$ cat config.mk
export PLATFORM = sky130hd
export DESIGN_NAME = x86_copy_fill_loop_recognizer_flat
export DESIGN_NICKNAME = d
export VERILOG_FILES = /design/src/hdl/xcfl_pkg.sv /design/src/hdl/xcfl_stream_if.sv /design/src/hdl/x86_copy_fill_loop_recognizer.sv /design/src/hdl/xcfl_decoder.sv /design/src/hdl/xcfl_verdict.sv /design/src/flat_wrapper.sv
export VERILOG_INCLUDE_DIRS = /design/src /design/src/hdl
export SDC_FILE = /design/constraint.sdc
export NUM_CORES = 2
export LEC_CHECK = 0
export BUFFER_PORTS_ARGS = -buffer_cell sky130_fd_sc_hd__clkbuf_2
export CAP_MARGIN = 20
export CORE_MARGIN = 2
export CORE_UTILIZATION = 42
export DETAILED_ROUTE_END_ITERATION = 10
export PLACE_DENSITY = 0.54
export SETUP_SLACK_MARGIN = 0.1
export SLEW_MARGIN = 20
export SYNTH_ARGS = -nofsm -noshare
export SYNTH_HDL_FRONTEND = slang
export SYNTH_SLANG_ARGS = --single-unit
$ cat constraint.sdc
create_clock -name clock -period 10.6 [get_ports clock]
set_input_delay 1.06 -clock clock [delete_from_list [all_inputs] [get_ports clock]]
set_output_delay 1.06 -clock clock [all_outputs]
set_load 0.03 [all_outputs]
$ cat src/hdl/x86_copy_fill_loop_recognizer_defines.svh
// ----------------------------------------------------------------------------
// x86_copy_fill_loop_recognizer_defines
// assertion macros for the copy/fill loop recognizer
// ----------------------------------------------------------------------------
`ifndef X86_COPY_FILL_LOOP_RECOGNIZER_DEFINES_SVH
`define X86_COPY_FILL_LOOP_RECOGNIZER_DEFINES_SVH

// property holds at every clock edge outside reset
`define XCF_ASSERT(label, prop, msg) \
   label: assert property (@(posedge clock) disable iff (reset) (prop)) else $error(msg);

// property holds in the cycle after the trigger, outside reset
`define XCF_ASSERT_NEXT(label, trig, prop, msg) \
   label: assert property (@(posedge clock) disable iff (reset) (trig) |=> (prop)) \
      else $error(msg);

`endif

$ cat src/hdl/xcfl_pkg.sv
// ----------------------------------------------------------------------------
// xcfl_pkg
// types and constants shared by the copy/fill loop recognizer
// ----------------------------------------------------------------------------
package xcfl_pkg;

   localparam int MaxLoopBytes = 64;

   typedef enum logic [2:0] {
      PH_START, PH_OPCODE, PH_OP2, PH_MODRM, PH_IMM, PH_JNZ, PH_REL
   } phase_type;

   localparam logic [2:0] VK_NONE = 3'd0;
   localparam logic [2:0] VK_GPR  = 3'd1;
   localparam logic [2:0] VK_MMX  = 3'd2;
   localparam logic [2:0] VK_XMM  = 3'd3;
   localparam logic [2:0] VK_IMM  = 3'd4;

   typedef struct packed {
      logic [7:0]  code_byte;
      logic        last_byte;
   } req_type;

   typedef struct packed {
      logic        accepted;
      logic [7:0]  pattern_length;
      logic [7:0]  insn_total;
      logic [4:0]  element_size;
      logic        loop_kind;
      logic [2:0]  source_reg;
      logic [2:0]  dest_reg;
      logic [2:0]  counter_reg;
      logic [2:0]  value_class;
      logic [2:0]  value_reg_out;
      logic [31:0] value_immediate;
   } rsp_type;

   // window state carried between bytes
   typedef struct packed {
      logic [7:0]  byte_position;
      phase_type   decode_phase;
      logic [7:0]  prefix_seen;
      logic [7:0]  rex_held;
      logic [7:0]  opcode_held;
      logic [7:0]  second_opcode;
      logic [7:0]  modrm_held;
      logic [31:0] imm_accum;
      logic [2:0]  imm_bytes_left;
      logic [2:0]  imm_total;
      logic        failed;
      logic        tail_found;
      logic [2:0]  tail_counter;
      logic        load_seen;
      logic        store_seen;
      logic        store_from_imm;
      logic [2:0]  load_value_reg;
      logic [2:0]  load_value_kind;
      logic [4:0]  load_width;
      logic [2:0]  load_pointer;
      logic [2:0]  store_value_reg;
      logic [2:0]  store_value_kind;
      logic [4:0]  store_width;
      logic [2:0]  store_pointer;
      logic [31:0] store_imm_word;
      logic [7:0]  insn_count;
   } win_type;

endpackage

$ cat src/hdl/xcfl_stream_if.sv
// ----------------------------------------------------------------------------
// xcfl_stream_if
// valid/ready channel carrying one payload word
// ----------------------------------------------------------------------------
interface xcfl_stream_if #(type payload_type = logic) ();
   logic        valid;
   logic        ready;
   payload_type payload;
   modport source (output valid, output payload, input ready);
   modport sink (input valid, input payload, output ready);
endinterface

$ cat src/hdl/x86_copy_fill_loop_recognizer.sv
// ----------------------------------------------------------------------------
// x86_copy_fill_loop_recognizer
// streams a candidate loop body byte by byte and judges it a copy/fill loop
// ----------------------------------------------------------------------------
// channel  dir  payload                     word
// req      in   code_byte, last_byte        one code byte
// rsp      out  verdict fields              one verdict per window
// csr      in   long_mode                   register write
//
// one byte per cycle; decode of a byte is one combinational step off the
// window state registers, so a byte can enter every cycle.
// the verdict is registered and shows in the cycle after the last byte is taken.
// a stalled verdict blocks only a next last byte; other bytes keep flowing.
// reset clears window state, long_mode and the output valid.
// ----------------------------------------------------------------------------
`include "x86_copy_fill_loop_recognizer_defines.svh"

module x86_copy_fill_loop_recognizer
   import xcfl_pkg::*;
(
   input  logic clock,
   input  logic reset,
   xcfl_stream_if.sink   req,
   xcfl_stream_if.source rsp,
   input  logic csr_we,
   input  logic csr_wdata
);

   logic        long_mode_ff;
   win_type     win_ff, win_in;
   logic [31:0] adv_ff [8];
   logic [31:0] adv_in [8];
   logic        rsp_valid_ff;
   rsp_type     rsp_ff, verdict_in;
   logic        req_fire, last_fire;
   req_type     rq;

   assign rq = req.payload;
   assign req.ready = !rq.last_byte || !rsp_valid_ff || rsp.ready;
   assign req_fire = req.valid && req.ready;
   assign last_fire = req_fire && rq.last_byte;

   xcfl_decoder u_dec (
      .win(win_ff), .adv(adv_ff), .long_mode(long_mode_ff), .b(rq.code_byte),
      .win_in(win_in), .adv_in(adv_in)
   );

   xcfl_verdict u_vrd (.w(win_in), .adv(adv_in), .rsp(verdict_in));

   always_ff @(posedge clock) begin
      if (reset) begin
         long_mode_ff <= 1'b0;
         win_ff <= '0;
         rsp_valid_ff <= 1'b0;
         for (int i = 0; i < 8; i++) adv_ff[i] <= 32'd0;
      end else begin
         if (csr_we) long_mode_ff <= csr_wdata;
         if (last_fire) begin
            win_ff <= '0;
            for (int i = 0; i < 8; i++) adv_ff[i] <= 32'd0;
         end else if (req_fire) begin
            win_ff <= win_in;
            adv_ff <= adv_in;
         end
         if (last_fire) rsp_valid_ff <= 1'b1;
         else if (rsp.ready) rsp_valid_ff <= 1'b0;
      end
   end

   always_ff @(posedge clock) begin
      if (last_fire) rsp_ff <= verdict_in;
   end

   assign rsp.valid = rsp_valid_ff;
   assign rsp.payload = rsp_ff;

   `XCF_ASSERT_NEXT(a_rsp_after_last, last_fire, rsp_valid_ff, "no verdict after last byte")
   `XCF_ASSERT(a_no_overwrite, (rsp_valid_ff && !rsp.ready) |-> !last_fire, "verdict lost")
   `XCF_ASSERT_NEXT(a_clear_after_last, last_fire, win_ff.byte_position == 8'd0, "no clear")

endmodule

$ cat src/hdl/xcfl_decoder.sv
// ----------------------------------------------------------------------------
// xcfl_decoder
// per-byte decode step: window state and advance sums in, next state out
// ----------------------------------------------------------------------------
module xcfl_decoder
   import xcfl_pkg::*;
(
   input  win_type     win,
   input  logic [31:0] adv [8],
   input  logic        long_mode,
   input  logic [7:0]  b,
   output win_type     win_in,
   output logic [31:0] adv_in [8]
);

   function automatic logic [7:0] sat_add(input logic [7:0] a, input logic [1:0] n);
      logic [8:0] t;
      t = {1'b0, a} + {7'd0, n};
      return t[8] ? 8'hff : t[7:0];
   endfunction

   function automatic logic plain_base(input logic [7:0] m);
      return m[7:6] == 2'b00 && m[2:0] != 3'd4 && m[2:0] != 3'd5;
   endfunction

   always_comb begin
      win_type      w;
      logic [31:0]  a [8];
      logic         pre;
      logic [2:0]   rm, rg;
      logic [1:0]   md;
      logic [2:0]   kind;
      logic [4:0]   size;
      logic         st;
      logic [31:0]  acc, v;
      logic [2:0]   left;
      logic signed [8:0] rel;
      logic         adv_en, do_end, do_imm;
      logic [2:0]   adv_reg;
      logic [31:0]  adv_val;
      logic [2:0]   imm_n;
      logic [7:0]   at;
      w = win;
      a = adv;
      pre = win.prefix_seen != 8'h00;
      rm = b[2:0];
      rg = b[5:3];
      md = b[7:6];
      kind = VK_XMM;
      size = 5'd16;
      st = 1'b0;
      acc = {b, win.imm_accum[31:8]};
      left = 3'd0;
      v = 32'd0;
      rel = 9'sd0;
      adv_en = 1'b0;
      do_end = 1'b0;
      do_imm = 1'b0;
      adv_reg = 3'd0;
      adv_val = 32'd0;
      imm_n = 3'd0;
      at = win.byte_position;
      if (!win.tail_found) begin
         if (win.byte_position != 8'hff) begin
            w.byte_position = win.byte_position + 8'd1;
         end
         if (!win.failed) begin
            if ({24'd0, at} >= 32'(MaxLoopBytes)) begin
               w.failed = 1'b1;
            end else begin
               case (win.decode_phase)
                  PH_START, PH_OPCODE: begin
                     if (win.decode_phase == PH_START &&
                         (b == 8'h66 || b == 8'hf2 || b == 8'hf3)) begin
                        if (pre && win.prefix_seen != b) w.failed = 1'b1;
                        else w.prefix_seen = b;
                     end else if (win.decode_phase == PH_START && long_mode &&
                                  b[7:4] == 4'h4) begin
                        w.rex_held = b;
                        if (b[2:0] != 3'd0) w.failed = 1'b1;
                        else w.decode_phase = PH_OPCODE;
                     end else begin
                        w.opcode_held = b;
                        if (!long_mode && b[7:4] == 4'h4) begin
                           if (pre) begin
                              w.failed = 1'b1;
                           end else begin
                              adv_en = 1'b1;
                              adv_reg = b[2:0];
                              adv_val = b[3] ? 32'hffffffff : 32'd1;
                              do_end = 1'b1;
                           end
                        end else begin
                           case (b)
                              8'h0f: w.decode_phase = PH_OP2;
                              8'h8b, 8'h8a: begin
                                 if (pre || win.load_seen || win.store_seen) w.failed = 1'b1;
                                 else w.decode_phase = PH_MODRM;
                              end
                              8'h89, 8'h88: begin
                                 if (pre || win.store_seen) w.failed = 1'b1;
                                 else w.decode_phase = PH_MODRM;
                              end
                              8'hc7: begin
                                 if (pre || win.rex_held != 8'h00 || win.store_seen)
                                    w.failed = 1'b1;
                                 else w.decode_phase = PH_MODRM;
                              end
                              8'h81, 8'h83, 8'h8d, 8'hff: begin
                                 if (pre) w.failed = 1'b1;
                                 else w.decode_phase = PH_MODRM;
                              end
                              8'he2: begin
                                 if (pre || win.rex_held != 8'h00) begin
                                    w.failed = 1'b1;
                                 end else begin
                                    w.tail_counter = 3'd1;
                                    w.insn_count = sat_add(win.insn_count, 2'd1);
                                    w.decode_phase = PH_REL;
                                 end
                              end
                              default: w.failed = 1'b1;
                           endcase
                        end
                     end
                  end
                  PH_OP2: begin
                     if (b == 8'h6f || b == 8'h7f || b == 8'h10 || b == 8'h11 ||
                         b == 8'h28 || b == 8'h29) begin
                        w.second_opcode = b;
                        w.decode_phase = PH_MODRM;
                     end else begin
                        w.failed = 1'b1;
                     end
                  end
                  PH_MODRM: begin
                     w.modrm_held = b;
                     case (win.opcode_held)
                        8'h0f: begin
                           if (win.second_opcode == 8'h6f || win.second_opcode == 8'h7f) begin
                              if (!pre) begin
                                 kind = VK_MMX;
                                 size = 5'd8;
                              end
                              st = win.second_opcode == 8'h7f;
                           end else begin
                              if (win.prefix_seen == 8'hf2) size = 5'd8;
                              else if (win.prefix_seen == 8'hf3) size = 5'd4;
                              st = win.second_opcode[0];
                           end
                           if (!plain_base(b)) begin
                              w.failed = 1'b1;
                           end else if (st) begin
                              if (win.store_seen) begin
                                 w.failed = 1'b1;
                              end else begin
                                 w.store_seen = 1'b1;
                                 w.store_from_imm = 1'b0;
                                 w.store_pointer = rm;
                                 w.store_value_reg = rg;
                                 w.store_value_kind = kind;
                                 w.store_width = size;
                                 do_end = 1'b1;
                              end
                           end else begin
                              if (win.load_seen || win.store_seen) begin
                                 w.failed = 1'b1;
                              end else begin
                                 w.load_seen = 1'b1;
                                 w.load_pointer = rm;
                                 w.load_value_reg = rg;
                                 w.load_value_kind = kind;
                                 w.load_width = size;
                                 do_end = 1'b1;
                              end
                           end
                        end
                        8'h8b, 8'h8a, 8'h89, 8'h88: begin
                           size = win.opcode_held[0] ? (win.rex_held[3] ? 5'd8 : 5'd4)
                                                     : 5'd1;
                           if (!plain_base(b)) begin
                              w.failed = 1'b1;
                           end else if (!win.opcode_held[0] || win.opcode_held == 8'h8b) begin
                              if (win.opcode_held[1]) begin
                                 w.load_seen = 1'b1;
                                 w.load_pointer = rm;
                                 w.load_value_reg = rg;
                                 w.load_value_kind = VK_GPR;
                                 w.load_width = size;
                              end else begin
                                 w.store_seen = 1'b1;
                                 w.store_from_imm = 1'b0;
                                 w.store_pointer = rm;
                                 w.store_value_reg = rg;
                                 w.store_value_kind = VK_GPR;
                                 w.store_width = size;
                              end
                              do_end = 1'b1;
                           end else begin
                              // 0x89 store
                              w.store_seen = 1'b1;
                              w.store_from_imm = 1'b0;
                              w.store_pointer = rm;
                              w.store_value_reg = rg;
                              w.store_value_kind = VK_GPR;
                              w.store_width = size;
                              do_end = 1'b1;
                           end
                        end
                        8'hc7: begin
                           if (!plain_base(b) || rg != 3'd0) begin
                              w.failed = 1'b1;
                           end else begin
                              w.store_seen = 1'b1;
                              w.store_from_imm = 1'b1;
                              w.store_pointer = rm;
                              w.store_value_reg = 3'd0;
                              w.store_value_kind = VK_IMM;
                              w.store_width = 5'd4;
                              do_imm = 1'b1;
                              imm_n = 3'd4;
                           end
                        end
                        8'h81, 8'h83: begin
                           if (md != 2'b11 || (rg != 3'd0 && rg != 3'd5)) begin
                              w.failed = 1'b1;
                           end else begin
                              do_imm = 1'b1;
                              imm_n = (win.opcode_held == 8'h83) ? 3'd1 : 3'd4;
                           end
                        end
                        8'h8d: begin
                           if ((md != 2'b01 && md != 2'b10) || rm == 3'd4 || rg != rm) begin
                              w.failed = 1'b1;
                           end else begin
                              do_imm = 1'b1;
                              imm_n = (md == 2'b01) ? 3'd1 : 3'd4;
                           end
                        end
                        default: begin
                           if (md != 2'b11 || rg > 3'd1) begin
                              w.failed = 1'b1;
                           end else if (rg == 3'd0) begin
                              adv_en = 1'b1;
                              adv_reg = rm;
                              adv_val = 32'd1;
                              do_end = 1'b1;
                           end else begin
                              w.tail_counter = rm;
                              w.insn_count = sat_add(win.insn_count, 2'd2);
                              w.decode_phase = PH_JNZ;
                           end
                        end
                     endcase
                  end
                  PH_IMM: begin
                     w.imm_accum = acc;
                     left = (win.imm_bytes_left != 3'd0) ? win.imm_bytes_left - 3'd1
                                                         : 3'd0;
                     w.imm_bytes_left = left;
                     if (left == 3'd0) begin
                        v = (win.imm_total == 3'd1) ? {{24{acc[31]}}, acc[31:24]} : acc;
                        if (win.opcode_held == 8'hc7) begin
                           w.store_imm_word = v;
                           do_end = 1'b1;
                        end else if (win.opcode_held == 8'h8d ||
                                     win.modrm_held[5:3] == 3'd0) begin
                           adv_en = 1'b1;
                           adv_reg = win.modrm_held[2:0];
                           adv_val = v;
                           do_end = 1'b1;
                        end else if (v == 32'd1) begin
                           w.tail_counter = win.modrm_held[2:0];
                           w.insn_count = sat_add(win.insn_count, 2'd2);
                           w.decode_phase = PH_JNZ;
                        end else begin
                           w.failed = 1'b1;
                        end
                     end
                  end
                  PH_JNZ: begin
                     if (b == 8'h75) w.decode_phase = PH_REL;
                     else w.failed = 1'b1;
                  end
                  PH_REL: begin
                     // branch must land on position zero
                     rel = $signed({b[7], b});
                     if (rel + $signed({1'b0, at}) + 9'sd1 != 9'sd0) w.failed = 1'b1;
                     else w.tail_found = 1'b1;
                  end
                  default: w.failed = 1'b1;
               endcase
            end
         end
      end
      if (do_imm) begin
         w.imm_accum = 32'd0;
         w.imm_total = imm_n;
         w.imm_bytes_left = imm_n;
         w.decode_phase = PH_IMM;
      end
      if (do_end) begin
         w.insn_count = sat_add(win.insn_count, 2'd1);
         w.decode_phase = PH_START;
         w.prefix_seen = 8'h00;
         w.rex_held = 8'h00;
      end
      if (adv_en) begin
         a[adv_reg] = adv[adv_reg] + adv_val;
      end
      win_in = w;
      adv_in = a;
   end

endmodule

$ cat src/hdl/xcfl_verdict.sv
// ----------------------------------------------------------------------------
// xcfl_verdict
// final acceptance check over the window state and the eight advance sums
// ----------------------------------------------------------------------------
module xcfl_verdict
   import xcfl_pkg::*;
(
   input  win_type     w,
   input  logic [31:0] adv [8],
   output rsp_type     rsp
);

   always_comb begin
      logic       ok;
      logic [2:0] src;
      logic       ptr;
      ok = !w.failed && w.tail_found && w.store_seen;
      src = w.store_pointer;
      if (w.load_seen) begin
         if (w.load_value_reg != w.store_value_reg ||
             w.load_value_kind != w.store_value_kind || w.load_width != w.store_width)
            ok = 1'b0;
         if (w.load_value_kind == VK_GPR && (w.load_value_reg == w.load_pointer ||
             w.load_value_reg == w.store_pointer))
            ok = 1'b0;
         src = w.load_pointer;
      end
      if (w.store_width != 5'd1 && w.store_width != 5'd4 && w.store_width != 5'd8 &&
          w.store_width != 5'd16)
         ok = 1'b0;
      for (int r = 0; r < 8; r++) begin
         ptr = 3'(r) == w.store_pointer || (w.load_seen && 3'(r) == src);
         if (adv[r] != (ptr ? {27'd0, w.store_width} : 32'd0)) ok = 1'b0;
      end
      if (w.tail_counter == w.store_pointer || (w.load_seen && w.tail_counter == src) ||
          adv[w.tail_counter] != 32'd0)
         ok = 1'b0;
      if (!w.load_seen && w.store_value_kind == VK_GPR &&
          (w.store_value_reg == w.store_pointer || w.store_value_reg == w.tail_counter))
         ok = 1'b0;
      rsp = '0;
      if (ok) begin
         rsp.accepted = 1'b1;
         rsp.pattern_length = w.byte_position;
         rsp.insn_total = w.insn_count;
         rsp.element_size = w.store_width;
         rsp.loop_kind = !w.load_seen;
         rsp.source_reg = src;
         rsp.dest_reg = w.store_pointer;
         rsp.counter_reg = w.tail_counter;
         rsp.value_class = w.load_seen ? VK_NONE : w.store_value_kind;
         rsp.value_reg_out = w.store_value_reg;
         rsp.value_immediate = w.store_from_imm ? w.store_imm_word : 32'd0;
      end
   end

endmodule

$ cat src/flat_wrapper.sv
// flat-port wrapper written by rule: the top's interface ports become plain ports
module x86_copy_fill_loop_recognizer_flat import xcfl_pkg::*;
  (clock, reset, csr_we, csr_wdata, req_valid, req_payload, req_ready, rsp_valid, rsp_payload, rsp_ready);
  xcfl_stream_if #(.payload_type(req_type)) req_i ();
  xcfl_stream_if #(.payload_type(rsp_type)) rsp_i ();
  input  logic clock;
  input  logic reset;
  input  logic csr_we;
  input  logic csr_wdata;
  input wire logic [$bits(req_i.valid)-1:0] req_valid;
  input wire logic [$bits(req_i.payload)-1:0] req_payload;
  output wire logic [$bits(req_i.ready)-1:0] req_ready;
  output wire logic [$bits(rsp_i.valid)-1:0] rsp_valid;
  output wire logic [$bits(rsp_i.payload)-1:0] rsp_payload;
  input wire logic [$bits(rsp_i.ready)-1:0] rsp_ready;
  assign req_i.valid = req_valid;
  assign req_i.payload = req_payload;
  assign req_ready = req_i.ready;
  assign rsp_valid = rsp_i.valid;
  assign rsp_payload = rsp_i.payload;
  assign rsp_i.ready = rsp_ready;
  x86_copy_fill_loop_recognizer u_core (.clock(clock), .reset(reset), .req(req_i), .rsp(rsp_i), .csr_we(csr_we), .csr_wdata(csr_wdata));
endmodule
## Word-level counts from Yosys, hierarchy flattened

Cells that the tools add are included.

- $add $sub $neg: 7
- $lt $le $gt $ge: 5
- Eq/ne operators: 120
- Multiplexer cells: 255
- Bitwise gates (word level): 8
- Reductions and logical operators: 112

Operators by type and width:

| kind | count |
|---|---|
| 32-bit two-way mux | 21 |
| 256-bit bitwise mux | 1 |
| 256-bit two-way mux | 1 |
| 32-bit by 5-bit != test with 1-bit output | 8 |
| 32-bit binary-select mux with 3-bit select | 2 |
| 8-bit equality test (second input constant) | 22 |
| 8-bit two-way mux | 22 |
| 3-bit two-way mux | 56 |
| 78-bit two-way mux | 2 |
| 76-bit two-way mux | 2 |
| 14-bit two-way mux | 9 |
| 31-bit two-way mux | 4 |
| 32-bit demux with 3-bit select | 1 |
| 32-bit case mux with 3 select lines | 1 |
| 1-bit two-way mux | 89 |
| 86-bit two-way mux | 1 |
| 75-bit two-way mux | 1 |
| 70-bit two-way mux | 1 |
| 5-bit two-way mux | 12 |
| 8-bit by 7-bit equality test with 1-bit output (second input constant) | 6 |
| 14-bit case mux with 3 select lines | 1 |
| 40-bit two-way mux | 1 |
| 4-bit != test (second input constant) | 10 |
| 38-bit two-way mux | 1 |
| other kinds (75) | 232 |

- Register bits: 493
- Word-level logic and storage cells: 554

## Longest topological paths before layout

- Word-level depth: 34
- Gate-level depth with buffers: 33
- Gate-level depth less buffers: 24

## Cells and area by module

From an unflattened synthesis, not the netlist that was laid out.

- Cell total of the unflattened synthesis: 5048
- Area, all modules: 41811.4 µm²

By module, submodules not included:

| module | instances | cells each | area each (µm²) | sequential area each (µm²) |
|---|---|---|---|---|
| x86_copy_fill_loop_recognizer | 1 | 2468 | 27147.3 | 10570.1 |
| xcfl_decoder | 1 | 2086 | 11563.6 | 0.0 |
| xcfl_verdict | 1 | 494 | 3100.5 | 0.0 |

## Worst setup path after synthesis

Ideal clock, no wire load.

- Kind: input-to-reg
- From: in req_payload[8]
- To: reg u_core.rsp_ff, in the netlist u_core.rsp.payload[41], data pin
- Setup time: 0.170 ns
- Data arrival time: 7.673 ns
- Setup slack: 2.758 ns
- Stages on the path: 29
- Cells stage by stage: clkbuf_1 inv_1 ha_1 nor4b_2 and4_1 buf_2 and2_1 a211oi_4 o21ai_1 nor2_1 clkbuf_1 a31oi_1 and3_1 ha_1 fa_1 a211oi_1 o211ai_1 a21oi_1 nor2_1 or3b_2 xor2_1 nor4_1 a21oi_1 or4_1 nor4b_2 nand4_1 buf_2 buf_4 nor4_2

- Word-level cells in the longest chain between the ends: 28

RTL lines:

| what | RTL line | RTL |
|---|---|---|
| from (decl) | flat_wrapper.sv:11 | `input wire logic [$bits(req_i.payload)-1:0] req_payload;` |
| parallel branches: the longest is 28 deep, another holds 32-bit binary-select mux with 3-bit select | - |  |
| to (signal assigned) | x86_copy_fill_loop_recognizer.sv:71 | `if (last_fire) rsp_ff <= verdict_in;` |
| to (decl) | x86_copy_fill_loop_recognizer.sv:34 | `rsp_type rsp_ff, verdict_in;` |

Parallel ways; which one is timed is not known. The select of a mux whose other input is x is not followed.
A chain may end at the register's enable or synchronous reset.

## Worst setup path in the final report

- From: reg u_core.win_ff[156] in the netlist's numbering
- To: reg u_core.rsp_ff, in the netlist u_core.rsp.payload[35], data pin

- Word-level cells in the longest chain between the ends: 29

RTL lines:

| what | RTL line | RTL |
|---|---|---|
| from (decl) | x86_copy_fill_loop_recognizer.sv:30 | `win_type win_ff, win_in;` |
| from (signal assigned) | x86_copy_fill_loop_recognizer.sv:62 | `win_ff <= win_in;` |
| 3-bit zero test | xcfl_decoder.sv:71, xcfl_decoder.sv:73, xcfl_decoder.sv:77 |  |
| 1-bit logical AND (2 in series) | xcfl_decoder.sv:77 | `end else if (win.decode_phase == PH_START && long_mode &&` |
| 3-bit two-way mux | xcfl_decoder.sv:77 |  |
| 3-bit two-way mux | xcfl_decoder.sv:73 | `if (win.decode_phase == PH_START &&` |
| 3-bit case mux with 3 select lines | xcfl_decoder.sv:71 | `case (win.decode_phase)` |
| 3-bit two-way mux | xcfl_decoder.sv:68 | `if ({24'd0, at} >= 32'(MaxLoopBytes)) begin` |
| 3-bit two-way mux | xcfl_decoder.sv:67 | `if (!win.failed) begin` |
| 3-bit two-way mux | xcfl_decoder.sv:63 | `if (!win.tail_found) begin` |
| (+5 left out) | - |  |
| 256-bit bitwise mux | xcfl_decoder.sv:309 | `a[adv_reg] = adv[adv_reg] + adv_val;` |
| 256-bit two-way mux | xcfl_decoder.sv:308 | `if (adv_en) begin` |
| 32-bit by 5-bit != test with 1-bit output | xcfl_verdict.sv:33 | `if (adv[r] != (ptr ? {27'd0, w.store_width} : 32'd0)) ok = 1'b0;` |
| 1-bit two-way mux (8 in series) | xcfl_verdict.sv:33 |  |
| 1-bit two-way mux | xcfl_verdict.sv:35 | `if (w.tail_counter == w.store_pointer \|\| (w.load_seen && w.tail_counter == src) \|\|` |
| 1-bit two-way mux | xcfl_verdict.sv:38 | `if (!w.load_seen && w.store_value_kind == VK_GPR &&` |
| 1-bit NOT (no source line) | - |  |
| 2-bit OR reduction (no source line) | - |  |

Parallel ways exist; a longest one is shown, timed or not. The select of a mux whose other input is x is not followed.

==> run metrics <==
placed cell area=31100 µm²; Post-Syn Instances=3974; Fillers=7123; CP startpoint=u_core.win_ff[156]$_SDFFE_PP0P_; Remaining DRCs=0; post-synth net total=4037; minimum hold slack=459 ps; clk buf depth=3; postcts setup bufs=0; pwr dens=130 nW/µm²; post-DP HPWL=95000 µm; Slew Limit Fails=0; layout cells sized above 1=10.1%; Num Clock Sinks=482; H-tree levels=2; drt pass-1 iters=6; # setup viols final=0; area delta synth->final=11.0%; Max VDD drop=119 µV; detailed-route via count=31602; share of async-settable or async-resettable flops after synthesis=0%; Via density=6.47; fin worst setup slack=825 ps; worst hold start=u_core.win_ff[118]$_SDFFE_PP0P_; Worst Setup Path Type=reg -> reg; critical path arrival=10210 ps; Final Util=47.1%; Worst Hold Class=reg -> reg; RD Place Congestion=1.02; largest net degree at the start of global routing=84; antenna-violating nets left=0; slowest CP cell=nor2_2; Worst Skew=12.7 ps; MaxCap Viol Count=0; total grt overflow=0; crit-path max FO=69; kind of cell adding the most delay to the critical path=simple AND/OR/NAND/NOR gates; Final period util=92.2%; r2r startpoint=u_core.win_ff[156]$_SDFFE_PP0P_; R2R setup slack=830 ps; outcome=complete, no violations; Clock Latency Late Sink=660 ps; die area=73000 µm²; Avg Cell Area, Syn=7.49 µm²; Setup crit end kind=flop; quantity of gates resized following cts=0; unrepaired setup endpoints after global routing=no; number of synthesized flops with an enable pin=70; CP Buf/Inv Count=3; leakage power=10.9 nW; Hold Crit Depth=2; RR Endpoint=u_core.rsp.payload[35]$_SDFFCE_PP0P_; GRT Total Usage=35.3%; Hold Vio Cnt, Final=0; Seq/Total Area, Yosys=34.8%; CTS Buf Count=56; Slew headroom=21.4%; clk root buf=clkbuf_16; IO Port Bufs=86; CP most frequent cell=buf_4; Hold Path Sink=u_core.win_ff[118]$_SDFFE_PP0P_; most frequent cells in the layout=nand2_1 (833), a21oi_1 (442), dfxtp_1 (412), nor2_1 (330), nand3_1 (135); Post-Place Worst Slack=553 ps; final instance area=33000 µm²; CTS tree=done; f_max=0.102 GHz; WP data required=11030 ps; Core Area=70000 µm²; max incr delay on CP=810 ps; final wirelength=134000 µm; hold_buf cts=0; Yosys cell types=107; initial core utilization=42.5%; Post-Syn Area=29700 µm²; crit path time final=9770 ps; Slew @ Worst Pin=1180 ps; cells on worst reg2reg path=24; vias in the first global route=28763; Post-Route Setup TNS=0 ps; Worst-path clk slew=60 ps; Ys Warns=0; Die Width=270 µm; wire length per cell=27.4 µm; IO Count=87; CP Cell Sequence=nor3b_2 -> o211ai_1 -> nor2_2 -> buf_4 -> a211o_1 -> nand3_1 -> nor2_2 -> nand3_1 -> and3_1 -> ha_1 -> a21oi_1 -> o21ai_1 -> a21boi_0 -> a2111o_1 -> a31oi_1 -> xnor2_1 -> buf_4 -> a311oi_1 -> nor4b_1 -> o22ai_1 -> nor4b_1 -> nand4_1 -> buf_4 -> nor4_1; most common cell after layout, fill and taps aside=nand2_1; first-pass GRT wire length=197000 µm; drt first-iter violations=3941; Main synth FF type=dfxtp_1; CP startpoint kind=flop; register bit count reported by yosys=482; fin nets=3962; die height=270 µm; initial antenna violation count=1; row cnt=97
[synthesized netlist by cell type (all sizes together), types with 70 or more instances]
| cell type | count | share of area [%] |
|---|---|---|
| a211oi | 98 | 2.6 |
| a21oi | 444 | 7.5 |
| clkbuf | 279 | 3.5 |
| dfxtp | 412 | 28 |
| edfxtp | 70 | 7.1 |
| mux2i | 110 | 3.7 |
| nand2 | 837 | 11 |
| nand3 | 138 | 2.3 |
| nor2 | 341 | 4.3 |
| nor3 | 97 | 1.7 |
| nor4 | 134 | 3.2 |
| o21ai | 110 | 1.9 |
[metal layers]
| metal | vias up | global-route usage [%] | routed length, µm |
|---|---|---|---|
| li1 | 14277 | - | - |
| met1 | 15170 | 48.2 | 56300 |
| met2 | 1739 | 53.7 | 57700 |
| met3 | 416 | 5.81 | 12000 |
| met4 | 0 | 17.8 | 7700 |
| met5 | - | 0 | 0 |
[cell families (layout without fill, tap and decap cells)]
| family | Yosys count | count (layout) | share of synthesized area [%] |
|---|---|---|---|
| AND/OR/NAND/NOR | 1863 | 1863 | 29.6 |
| AO/OA/AOI/OAI | 1014 | 1014 | 22.0 |
| flip-flops | 482 | 482 | 34.8 |
| buffers and inverters | 354 | 324 | 4.66 |
| multiplexers | 123 | 123 | 4.19 |
| XOR/XNOR | 89 | 89 | 2.62 |
| adder cells (fa/ha/maj) | 48 | 48 | 2.07 |
| other | 1 | 2 | 0.0126 |
[state kept, by name (all words and copies together) (netlist names)]
signal / cells
u_core.rsp.payload: 70
u_core.adv_ff: 256
u_core.win_ff: 154
u_core.rsp.valid: 1
u_core.long_mode_ff: 1
[how the worst max path moves through the flow]
stage | to | slack [ps] | depth (start not counted)
2_1_floorplan | u_core.rsp.payload[41]$_SDFFCE_PN0P_ | 2760 | 29
3_3_place_gp | u_core.rsp.payload[7]$_SDFFCE_PN0P_ | 740 | 25
3_5_place_dp | u_core.rsp.payload[35]$_SDFFCE_PP0P_ | 550 | 25
4_1_cts | u_core.rsp.payload[35]$_SDFFCE_PP0P_ | 1190 | 24
5_1_grt | u_core.rsp.payload[38]$_SDFFCE_PN0P_ | 480 | 24
6_report | u_core.rsp.payload[35]$_SDFFCE_PP0P_ | 830 | 24
[power breakdown]
part           switching [mW]  internal (mW)  total, mW
sequential             0.0193           1.87       1.89
combinational           0.292         0.0974      0.390
clock                   0.863           1.16       2.02
total                    1.17           3.13       4.31
[area by class of cell]
type / count / area (µm²) / share of cell area [%]
diodes: 1 / 2.50 / 0.00758
clock buffers: 76 / 1560 / 4.72
clock inverters: 27 / 335 / 1.02
inverters: 25 / 93.8 / 0.284
multi-input cells: 3138 / 18200 / 55.2
flip-flops and latches: 482 / 10300 / 31.3
well taps: 940 / 1180 / 3.56
repair buffers: 196 / 1280 / 3.88
[per-stage QoR]
step                instances  total power, mW
CTS                      4884             4.31
global placement         4781             2.31
floorplan                3974             2.17
finish                   4885             4.31
detailed placement       4781             2.31
global route             4884             4.41
[worst reg2reg max path, stage by stage (launching register included)]
cell and delay [ps]:
dfxtp_1 610, nor3b_2 530, o211ai_1 440, nor2_2 310, buf_4 370, a211o_1 350, nand3_1 450, nor2_2 820
nand3_1 140, and3_1 220, ha_1 420, a21oi_1 130, o21ai_1 460, a21boi_0 340, a2111o_1 570, a31oi_1 400
xnor2_1 180, buf_4 200, a311oi_1 190, nor4b_1 340, o22ai_1 200, nor4b_1 580, nand4_1 350, buf_4 470
nor4_1 490
Power figures use the tool's default switching activity.
